===== src/design/bepq_pkg.sv =====
// Package for the bucketed event priority queue: sizes, codes, bundles.
// Used by bepq_ctrl, bepq_dp and bucketed_event_priority_queue.
package bepq_pkg;
  localparam int unsigned Entries = 256;
  localparam int unsigned Buckets = 64;
  localparam int unsigned HW = $clog2(Entries);
  localparam int unsigned BW = $clog2(Buckets);
  localparam int unsigned CntW = HW + 1;

  localparam logic [2:0] ModeInsert = 3'd0;
  localparam logic [2:0] ModeRemove = 3'd1;
  localparam logic [2:0] ModeExtract = 3'd2;
  localparam logic [2:0] ModePeek = 3'd3;
  localparam logic [2:0] ModeClear = 3'd4;

  localparam logic [1:0] StOk = 2'd0;
  localparam logic [1:0] StEmpty = 2'd1;
  localparam logic [1:0] StDup = 2'd2;
  localparam logic [1:0] StAbsent = 2'd3;

  localparam logic [1:0] CfgFloor = 2'd0;
  localparam logic [1:0] CfgScale = 2'd1;
  localparam logic [1:0] CfgCount = 2'd2;

  // Datapath command issued by the controller each cycle.
  typedef enum logic [3:0] {
    CmdNone, CmdLoad, CmdBucket, CmdHeadRd, CmdWalkRd, CmdWalkChk,
    CmdInsLink, CmdRemLink, CmdMinRd, CmdMinChk, CmdMinOut, CmdClear,
    CmdResult
  } cmd_e;

  typedef struct packed {
    logic [2:0] mode;
    logic       queued;      // the addressed handle is queued
    logic       cnt_zero;
    logic       cur_nil;     // current walk pointer is null
    logic       go_after;    // new entry sorts behind current
    logic       cur_is_h;    // current walk pointer is the handle
    logic       min_nil;     // head of lowest bucket is null
    logic       min_last;    // lowest bucket is the last bucket
  } dp_status_t;
endpackage


===== src/design/bepq_ctrl.sv =====
// Controller state machine for the queue; sequences datapath commands.
// Depends on bepq_pkg.
module bepq_ctrl (
  input  logic                 clk_i,
  input  logic                 rst_ni,
  input  logic                 in_fire_i,
  input  logic                 out_free_i,
  input  bepq_pkg::dp_status_t st_i,
  output bepq_pkg::cmd_e       cmd_o,
  output logic [1:0]           res_st_o,
  output logic                 busy_o,
  output logic                 res_load_o
);
  import bepq_pkg::*;

  typedef enum logic [3:0] {
    SIdle, SDec, SBuck, SHead, SWRd, SWChk, SRLink, SILink, SMin, SMinRd,
    SMinEnt, SMinOut, SRes, SWait
  } state_e;
  state_e state_q;
  logic [1:0] rst_q;

  always_comb begin
    cmd_o = CmdNone;
    res_load_o = 1'b0;
    unique case (state_q)
      SIdle: if (in_fire_i) cmd_o = CmdLoad;
      SDec: cmd_o = CmdBucket;
      SBuck: cmd_o = CmdNone;
      SHead: cmd_o = CmdHeadRd;
      SWRd: cmd_o = st_i.cur_nil ? CmdNone : CmdWalkRd;
      SWChk: if (!st_i.cur_nil) begin
        if (st_i.mode == ModeInsert ? st_i.go_after : !st_i.cur_is_h) cmd_o = CmdWalkChk;
      end
      SILink: cmd_o = CmdInsLink;
      SRLink: cmd_o = CmdRemLink;
      SMin: if (st_i.min_nil && !st_i.min_last) cmd_o = CmdMinChk;
      SMinRd: cmd_o = CmdMinRd;
      SMinEnt: cmd_o = CmdWalkRd;
      SMinOut: if (st_i.mode == ModeExtract) cmd_o = CmdMinOut;
      SRes: if (out_free_i) begin cmd_o = CmdResult; res_load_o = 1'b1; end
      SWait: cmd_o = CmdClear;
      default: ;
    endcase
  end

  assign busy_o = (state_q != SIdle);

  always_ff @(posedge clk_i or negedge rst_ni) begin
    if (!rst_ni) begin
      state_q <= SIdle; rst_q <= StOk;
    end else begin
      unique case (state_q)
        SIdle: if (in_fire_i) state_q <= SDec;
        SDec: begin
          rst_q <= StOk;
          state_q <= SRes;
          if (st_i.mode == ModeInsert) begin
            if (st_i.queued) rst_q <= StDup; else state_q <= SBuck;
          end else if (st_i.mode == ModeRemove) begin
            if (!st_i.queued) rst_q <= StAbsent; else state_q <= SHead;
          end else if (st_i.mode == ModeExtract || st_i.mode == ModePeek) begin
            if (st_i.cnt_zero) rst_q <= StEmpty; else state_q <= SMin;
          end else if (st_i.mode == ModeClear) begin
            state_q <= SWait;
          end
        end
        SWait: state_q <= SRes;
        SBuck: state_q <= SHead;
        SHead: state_q <= SWRd;
        SWRd: state_q <= st_i.cur_nil ? ((st_i.mode == ModeInsert) ? SILink : SRLink) : SWChk;
        SWChk: begin
          if (st_i.cur_nil) state_q <= (st_i.mode == ModeInsert) ? SILink : SRLink;
          else if (st_i.mode == ModeInsert ? st_i.go_after : !st_i.cur_is_h) state_q <= SWRd;
          else state_q <= (st_i.mode == ModeInsert) ? SILink : SRLink;
        end
        SILink: state_q <= SRes;
        SRLink: state_q <= SRes;
        SMin: if (!(st_i.min_nil && !st_i.min_last)) begin
          if (st_i.min_nil) begin rst_q <= StEmpty; state_q <= SRes; end
          else state_q <= SMinRd;
        end
        SMinRd: state_q <= SMinEnt;
        SMinEnt: state_q <= SMinOut;
        SMinOut: state_q <= SRes;
        SRes: if (out_free_i) state_q <= SIdle;
        default: state_q <= SIdle;
      endcase
    end
  end

  assign res_st_o = rst_q;

`ifndef SYNTH
  a_idle_load: assert property (@(posedge clk_i) disable iff (!rst_ni)
    in_fire_i |-> state_q == SIdle) else $error("request taken while busy");
  a_res_leave: assert property (@(posedge clk_i) disable iff (!rst_ni)
    res_load_o |=> state_q == SIdle) else $error("result without return to idle");
  a_load_busy: assert property (@(posedge clk_i) disable iff (!rst_ni)
    in_fire_i |=> busy_o) else $error("not busy after request");
`endif
endmodule


===== config.mk =====
export PLATFORM = sky130hd
export DESIGN_NAME = bepq_ctrl
export DESIGN_NICKNAME = d
export VERILOG_FILES = /design/src/design/bepq_pkg.sv /design/src/design/bepq_ctrl.sv
export SDC_FILE = /design/constraint.sdc
export NUM_CORES = 1
export LEC_CHECK = 0
export ABC_AREA = 1
export BUFFER_PORTS_ARGS = -buffer_cell sky130_fd_sc_hd__buf_2
export CAP_MARGIN = 30
export CORE_UTILIZATION = 30
export DETAILED_ROUTE_END_ITERATION = 10
export GPL_TIMING_DRIVEN = 0
export PLACE_DENSITY_LB_ADDON = 0.25
export SLEW_MARGIN = 20
export SYNTH_ARGS = -nofsm -noshare
export SYNTH_HDL_FRONTEND = slang
export SYNTH_SLANG_ARGS = --single-unit

===== constraint.sdc =====
create_clock -name clk_i -period 1.3 [get_ports clk_i]
set_input_delay 0.26 -clock clk_i [delete_from_list [all_inputs] [get_ports clk_i]]
set_output_delay 0.26 -clock clk_i [all_outputs]
set_load 0.005 [all_outputs]

# [Yosys cells after proc, flatten, opt, wreduce, memory -nomap -nowiden]
# Cells that the tools add are included.
[totals] output_inout_bits=8 wordCells=70 register_bits=6 inputBits=14
[op_classes] muxes=36 n_eq_ne=21 n_reduce_logical=11
[ops] cell="$pmux W4 S13" count=1
[ops] cell="$mux W4" count=12
[ops] cell="$pmux W4 S11" count=1
[ops] cell="$eq A4 B4 Y1 const B" count=6
[ops] cell="$eq A4 B3 Y1 const B" count=4
[ops] cell="$mux W2" count=8
[ops] cell="$mux W3" count=5
[ops] cell="$eq A4 B2 Y1 const B" count=2
[ops] cell="$mux W1" count=8
[ops] cell="$ne A2 B2 Y1 const B" count=4
[ops] cell="$eq A3 B2 Y1 const B" count=2
[ops] cell="$reduce_and A3 Y1" count=2
[ops] cell="$eq A4 B1 Y1 const B" count=1
[ops] cell="$logic_not A4 Y1" count=1
[ops] cell="$pmux W2 S2" count=1
[ops] cell="$reduce_bool A4 Y1" count=1
[ops] cell="$reduce_or A4 Y1" count=1
[ops] cell="$eq A3 B1 Y1 const B" count=1
[ops] cell="$eq A3 B3 Y1 const B" count=1
[ops] cell="$logic_not A3 Y1" count=1
[ops] cell="$logic_not A1 Y1" count=2
[ops] cell="$reduce_bool A2 Y1" count=1
[ops] cell="$logic_and A1 B1 Y1" count=1
[ops] cell="$logic_or A1 B1 Y1" count=1

# [Longest topological paths before layout]
# Gate-level depths: netlist (run 1).
[depth] word_depth=6 ltp_mapped=9 ltp_nobuf=9

# [Worst setup path after synthesis (run 1)]
# OpenSTA, ideal clock, no wires.
[synth_timing] path_type="flip-flop to output port" startpoint="register state_q[0]" endpoint="output cmd_o[0]" path_slack_ns=0.055 path_stages_with_launch=6 path_buffers=0 arrival_time_ns=0.985 path_cell_list="dfrtp_1 -> nor2_2 -> nand2_1 -> inv_1 -> a21oi_1 -> nand4_1"
[synth_between] elab_chain_cells=2 elab_cells_between_ends=14 classes_between="eq/ne: 12; mux: 1; reduce/logical: 1"
[synth_lines] element="from (decl)" line_no="bepq_ctrl.sv:20" source="state_e state_q;"
[synth_lines] element="from (signal assigned)" line_no="bepq_ctrl.sv:51" source="state_q <= SIdle; rst_q <= StOk;"
[synth_lines] element="from (signal assigned)" line_no="bepq_ctrl.sv:57" source="state_q <= SRes;"
[synth_lines] element="from (signal assigned)" line_no="bepq_ctrl.sv:59" source="if (st_i.queued) rst_q <= StDup; else state_q <= SBuck;"
[synth_lines] element="$eq A4 B4 Y1 (tied with other cells)" line_no="bepq_ctrl.sv:26" source="unique case (state_q)"
[synth_lines] element="$pmux W4 S13 *" line_no="bepq_ctrl.sv:26"
[synth_lines] element="to (decl)" line_no="bepq_ctrl.sv:9" source="output bepq_pkg::cmd_e cmd_o,"
# Mark *: on every way between the ends. The rest lies on a longest branch, timed or not.

# [Worst setup path in the final report (run 1)]
[layout_timing] startpoint="register state_q[0]" endpoint="output cmd_o[2]"
# The elaborated chain is that of the path after synthesis.

==> results.py, run 1 <==
metrics = {
    "yosys": {
        "synth-main-ff-cell": "dfrtp_1",
        "yosysSeqAreaShare_pct": 21.9,
        "netlist_instances": 124,
        "ys_top_cells_by_area": "dfrtp_1 (22%), nand2_1 (21%), inv_1 (10%), nor2_1 (10%), nand3_1 (8.8%)",
        "synth_cell_type_count": 20,
        "ys_ff_latch": 6,
        "syn_area_um2": 686,
        "ys_async_sr_fraction_pct": 100,
        "synth_top_cell_area_share_pct": 21.9,
        "synth_edf_count": 0,
        "syn-num-nets": 138,
        "syn_area_per_cell_um2": 5.53,
        "yosysTopAreaCell": "dfrtp_1",
        "ys_top_cells_by_count": "nand2_1 (39), inv_1 (19), nor2_1 (19), nand3_1 (12), dfrtp_1 (6)",
        "synth.most_common_cell": "nand2_1",
        "ys.warnings.count": 0,
    },
    "finish": {
        "drive_above_1_share_pct": 39.2,
        "nNetsFinal": 174,
        "syn_to_final_growth_pct": 46.9,
        "antenna_cells": 0,
        "final_area_um2": 1010,
    },
    "worst_setup_path": {
        "crit_start": "state_q[0]$_DFFE_PN0P_",
        "start_kind": "register",
        "worstPathRequired_ns": 1.04,
        "timing_worst_setup_path_type": "reg2out",
        "rr_startpoint": "state_q[0]$_DFFE_PN0P_",
        "crit_path_end_kind": "primary output",
        "crit_arrival_ns": 1.41,
        "path_max_fanout": 7,
    },
    "sta": {
        "relSlewSlack_pct": 83.9,
        "fin_skew_ns": 0.00130,
        "setup-violations-final": 10,
        "fin_crit_ns": 1.67,
        "hold_viol": 0,
        "worstMarginPinSlew_ns": 0.239,
        "fmax_mhz": 598,
        "drv_slew": 0,
        "setup_ws_ns": -0.371,
        "finalSetupTns_ns": -2.33,
        "finalCritPeriodShare_pct": 129,
        "rsz0062_at_grt": "true",
    },
    "die": {
        "rows": 16,
        "chipHeight_um": 49.8,
        "ios": 22,
        "die_w_um": 49.8,
        "initial_core_util_pct": 33.3,
        "dieArea_um2": 2480,
        "core_area_um2": 2060,
    },
    "route": {
        "drt_iter0_markers": 30,
        "routed_wl_mm": 2.05,
        "drc_errors": 0,
        "dr.pass1.iters": 4,
        "routedWlPerCell_um": 11.1,
        "antenna_left": 0,
        "routed_via_density": 4.90,
        "vias": 907,
    },
    "clock_network": {
        "h-tree-depth": 1,
        "cts_tree": "built",
        "cts_buffers": 3,
        "clk_pin_slew_ns": 0.05,
        "clk_latency_ns": 0.25,
        "cts.sinks": 6,
        "clockBufferDepth": 2,
        "cts-root-buf": "clkbuf_4",
    },
    "hold_path": {
        "hold_path_class": "in2reg",
        "hold_start": "st_i[4]",
    },
    "outcome": {
        "violations": "setup timing",
        "status": "finished, violations left",
    },
    "pwr": {
        "p_leak_nw": 0.581,
        "ir_worst_vdd_mv": 0.945,
        "p_per_area_nw_per_um2": 2090,
    },
    "global_routing": {
        "grt_pass1_wl_mm": 3.18,
        "grt_pass1_vias": 764,
        "grt_util_all_layers_pct": 16.9,
        "grt_max_degree": 8,
        "antenna_found_initial": 0,
        "grt-ovfl-total": 0,
    },
    "placed_design": {
        "gp_congestion": 0.873,
        "io_buffers": 21,
        "dpl_cell_area_um2": 825,
        "dpl.hpwl_mm": 1.53,
    },
    "flow_run": {
        "cap_violations": 0,
    },
}
## what timing repair did
item                                    4_1_cts  5_1_grt
hold buffers                                  1        0
gates resized for setup                      12       14
endpoints found under the setup margin       10       11
hold endpoints to repair                      6        0
pin swaps                                     5        4
setup buffers                                 3        6
gates cloned                                  0        0
## layer usage
layer  track usage (%)  wire, µm  vias up  part of all wire, %
li1                  -         -      462                    -
met1              22.3       911      404                   44
met2              25.9       964       36                   47
met5                 0         0        -                    0
met4              9.52        45        0                  2.2
met3              2.47       131        5                  6.4
## path summary, 6_finish.rpt
| check | slack [ns] | depth (start not counted) | endpoint |
|---|---|---|---|
| max | -0.37 | 6 | cmd_o[2] |
| min | 0.29 | 3 | state_q[1]$_DFFE_PN0P_ |
| max reg2reg | -0.12 | 7 | state_q[0]$_DFFE_PN0P_ |
| min reg2reg | 0.47 | 1 | res_st_o[1]$_DFFE_PN0P_ |
| max in group asynchronous | 0.77 | 2 | state_q[1]$_DFFE_PN0P_ |
| min in group asynchronous | 0.37 | 2 | res_st_o[0]$_DFFE_PN0P_ |
## kinds of logic after synthesis
logic type | share of synthesized area, %
and+or+nand+nor | 52.6
AOI/OAI and AO/OA | 13.0
buffers and inverters | 12.6
DFF | 21.9
## worst max-delay path, stage by stage, from the launching register on
cell and delay (ns):
dfrtp_2 0.45, nor2_4 0.24, nand3_2 0.13, nand2_1 0.11, nor2_1 0.05, nand3_1 0.08
buf_2 0.11
## stage by stage
step	util (%)	setup WS [ns]	std cells	hold WS [ns]	total power, mW
global placement	40.0	-0.211	172	0.0916	1.49
detailed placement	40.0	-0.226	172	0.0962	1.50
floorplan	-	0.0548	124	-0.0356	1.17
finish	48.8	-0.371	185	0.294	2.11
CTS	44.1	-0.342	179	0.290	1.84
global route	48.8	-0.459	185	0.298	2.29
## sequential cells by signal (all words and copies together) (netlist names)
register	count
state_q	4
res_st_o	2
## placed cells by master, fill, tap and decap left out, types with 4 or more instances in the layout
| cell type | synthesis | routed |
|---|---|---|
| o21ai_0 | 4 | 4 |
| nand2_2 | 1 | 4 |
| buf_2 | 0 | 20 |
| inv_1 | 19 | 17 |
| nor2_1 | 19 | 14 |
| nand2_1 | 39 | 36 |
| nand3_1 | 12 | 10 |
| nor2_4 | 1 | 6 |
| inv_2 | 4 | 5 |
| buf_4 | 0 | 8 |
## power by group
part	internal, mW	leakage [nW]	switching, mW
sequential	0.293	0.0710	0.133
combinational	0.666	0.496	0.838
clock	0.105	0.0138	0.0742
total	1.06	0.581	1.05
## final cells by class
| type | count | area (µm²) |
|---|---|---|
| multi-input combinational | 95 | 515 |
| inverter | 23 | 88.8 |
| timing repair buffer | 31 | 193 |
| clock buffer | 3 | 22.5 |
| fill | 223 | 1050 |
| tap | 27 | 33.8 |
| sequential | 6 | 154 |
Note: power is estimated with default switching activity, not from simulation.
==> run 2: changes to the inputs <==
CTS_BUF_LIST = sky130_fd_sc_hd__clkbuf_8   (was unset)
==> run 2 against run 1 <==
The run still ends with setup timing left; clock skew about the same; non-clock buffer count unchanged; clock power is 57% higher; combinational power rose by 9%; register-to-register slack worse by 0.03 ns; count of clock-buffer cells in the layout stayed put; power is 12% higher; global-route usage is 0.58 points higher; utilization up 3.5 points; critical path type unchanged; largest power group unchanged; highest routed layer unchanged.
==> results.py, run 2 (synthesized netlist as in run 1, its figures left out) <==
metrics = {
    "placed_design": {
        "dpl.hpwl_mm": 1.53,
        "io_buffers": 21,
        "gp_congestion": 0.873,
    },
    "sta": {
        "relSlewSlack_pct": 83.9,
        "fmax_mhz": 617,
        "drv_slew": 0,
        "fin_crit_ns": 1.62,
        "finalCritPeriodShare_pct": 125,
        "setup_ws_ns": -0.321,
        "fin_skew_ns": 0.00153,
        "setup-violations-final": 11,
        "hold_viol": 0,
        "worstMarginPinSlew_ns": 0.240,
        "rsz0062_at_grt": "true",
        "hold_ws_ns": 0.321,
    },
    "pwr": {
        "p_sw_share_pct": 47.8,
        "power_frac_seq_pct": 18.7,
        "p_leak_nw": 0.605,
        "intPower_mw": 1.23,
        "comb_power_share_pct": 69.4,
        "switching_power_mw": 1.13,
        "ir_worst_vdd_mv": 1.13,
        "p_per_area_nw_per_um2": 2190,
        "p_clk_share_pct": 11.9,
        "power.total_mw": 2.37,
    },
    "hold_path": {
        "whs_path_depth": 3,
        "hold_path_class": "in2reg",
    },
    "route": {
        "routed_via_density": 4.89,
        "drc_errors": 0,
        "antenna_left": 0,
        "vias": 905,
        "dr.pass1.iters": 4,
        "drt_iter0_markers": 13,
        "routed_wl_mm": 2.14,
        "routedWlPerCell_um": 11.6,
    },
    "finish": {
        "drive_above_1_share_pct": 42.4,
        "final_cell_mix": "nand2_1 (34), buf_2 (20), inv_1 (17)",
        "syn_to_final_growth_pct": 57.3,
        "nNetsFinal": 174,
        "largest_reg_flops": 4,
        "largest_register": "state_q",
        "final_common_cell": "nand2_1",
        "antenna_cells": 0,
    },
    "worst_setup_path": {
        "worstPathRequired_ns": 1.04,
        "start_kind": "register",
        "cpPeakStageDelay_ns": 0.45,
        "crit_arrival_ns": 1.36,
        "cp_slowest_cell": "dfrtp_2",
        "timing_worst_setup_path_type": "reg2out",
        "path_max_fanout": 5,
        "crit_path_end_kind": "primary output",
        "ff2ff_path_depth": 7,
        "path_cells": "nor2_4 > nand3_2 > nand2_1 > nor2_1 > nand3_1 > buf_2",
    },
    "die": {
        "rows": 16,
        "core_area_um2": 2060,
        "dieArea_um2": 2480,
        "chipHeight_um": 49.8,
        "initial_core_util_pct": 33.3,
        "ios": 22,
        "die_w_um": 49.8,
    },
    "global_routing": {
        "grt_max_degree": 7,
        "grt_util_all_layers_pct": 17.4,
        "grt_pass1_wl_mm": 3.29,
        "grt_pass1_vias": 776,
        "grt-ovfl-total": 0,
        "antenna_found_initial": 0,
    },
    "clock_network": {
        "cts.sinks": 6,
        "clk_latency_ns": 0.22,
        "h-tree-depth": 1,
        "clk_pin_slew_ns": 0.04,
        "clockBufferDepth": 2,
        "cts_tree": "built",
        "cts_buffers": 3,
        "cts-root-buf": "clkbuf_8",
    },
    "outcome": {
        "violations": "setup timing",
        "status": "finished, violations left",
    },
    "flow_run": {
        "cap_violations": 0,
    },
}
-- run 2: cell counts in the layout (fill, tap and decap cells not counted) --
No cell type changed its count.
-- run 2: power groups by stage --
stage / Sequential [mW] / Clock (mW) / Combinational (mW)
2_1_floorplan: 0.375 / 0 / 0.792
3_3_place_gp: 0.393 / 0 / 1.10
3_5_place_dp: 0.395 / 0 / 1.11
4_1_cts: 0.412 / 0.287 / 1.34
5_1_grt: 0.452 / 0.300 / 1.81
6_report: 0.442 / 0.281 / 1.64
-- run 2: per-stage QoR --
| step | TNS [ns] | instance area [µm²] | util (%) | instances | worst slack [ns] |
|---|---|---|---|---|---|
| after global placement | -0.945 | 825 | 40.0 | 172 | -0.211 |
| after global routing | -2.92 | 1080 | 52.3 | 185 | -0.395 |
| after floorplan | 0 | 686 | - | 124 | 0.0548 |
| after detailed placement | -1.02 | 825 | 40.0 | 172 | -0.226 |
| after CTS | -1.83 | 977 | 47.4 | 181 | -0.305 |
| final | -2.23 | 1080 | 52.3 | 185 | -0.321 |
-- run 2: worst paths after layout --
check	startpoint	to	slack (ns)
worst max-delay path	state_q[0]$_DFFE_PN0P_	cmd_o[2]	-0.32
worst min-delay path	st_i[4]	state_q[1]$_DFFE_PN0P_	0.32
worst max register to register	state_q[0]$_DFFE_PN0P_	state_q[0]$_DFFE_PN0P_	-0.15
worst min register to register	res_st_o[1]$_DFFE_PN0P_	res_st_o[1]$_DFFE_PN0P_	0.47
max in group asynchronous	rst_ni	state_q[1]$_DFFE_PN0P_	0.74
min in group asynchronous	rst_ni	res_st_o[0]$_DFFE_PN0P_	0.39
-- run 2: layout make-up --
class,instances,area (µm²)
fillers,220,983
multi-input cells,95,549
repair buffers,31,209
flip-flops and latches,6,154
inverters,23,91.3
clock buffers,3,41.3
well taps,27,33.8
-- run 2: per-layer routing --
layer / wire length, µm / GRT usage (%) / vias to the layer above
met4: 29 / 7.62 / 0
met2: 1030 / 28.6 / 23
met5: 0 / 0 / -
met1: 978 / 22.5 / 418
li1: - / - / 459
met3: 100 / 2.47 / 5
-- run 2: critical path: cells and delay by family, from the launching register on --
family        cells  cell delay, ns
buf+inv           1            0.11
flops             1            0.45
simple gates      5            0.58
-- run 2: timing repair --
| action | 4_1_cts | 5_1_grt |
|---|---|---|
| hold buffers | 1 | 0 |
| pin swaps | 5 | 15 |
| resized for setup | 16 | 19 |
| endpoints found under the setup margin | 10 | 11 |
| setup buffers | 5 | 4 |
| endpoints found under the hold margin | 6 | 0 |
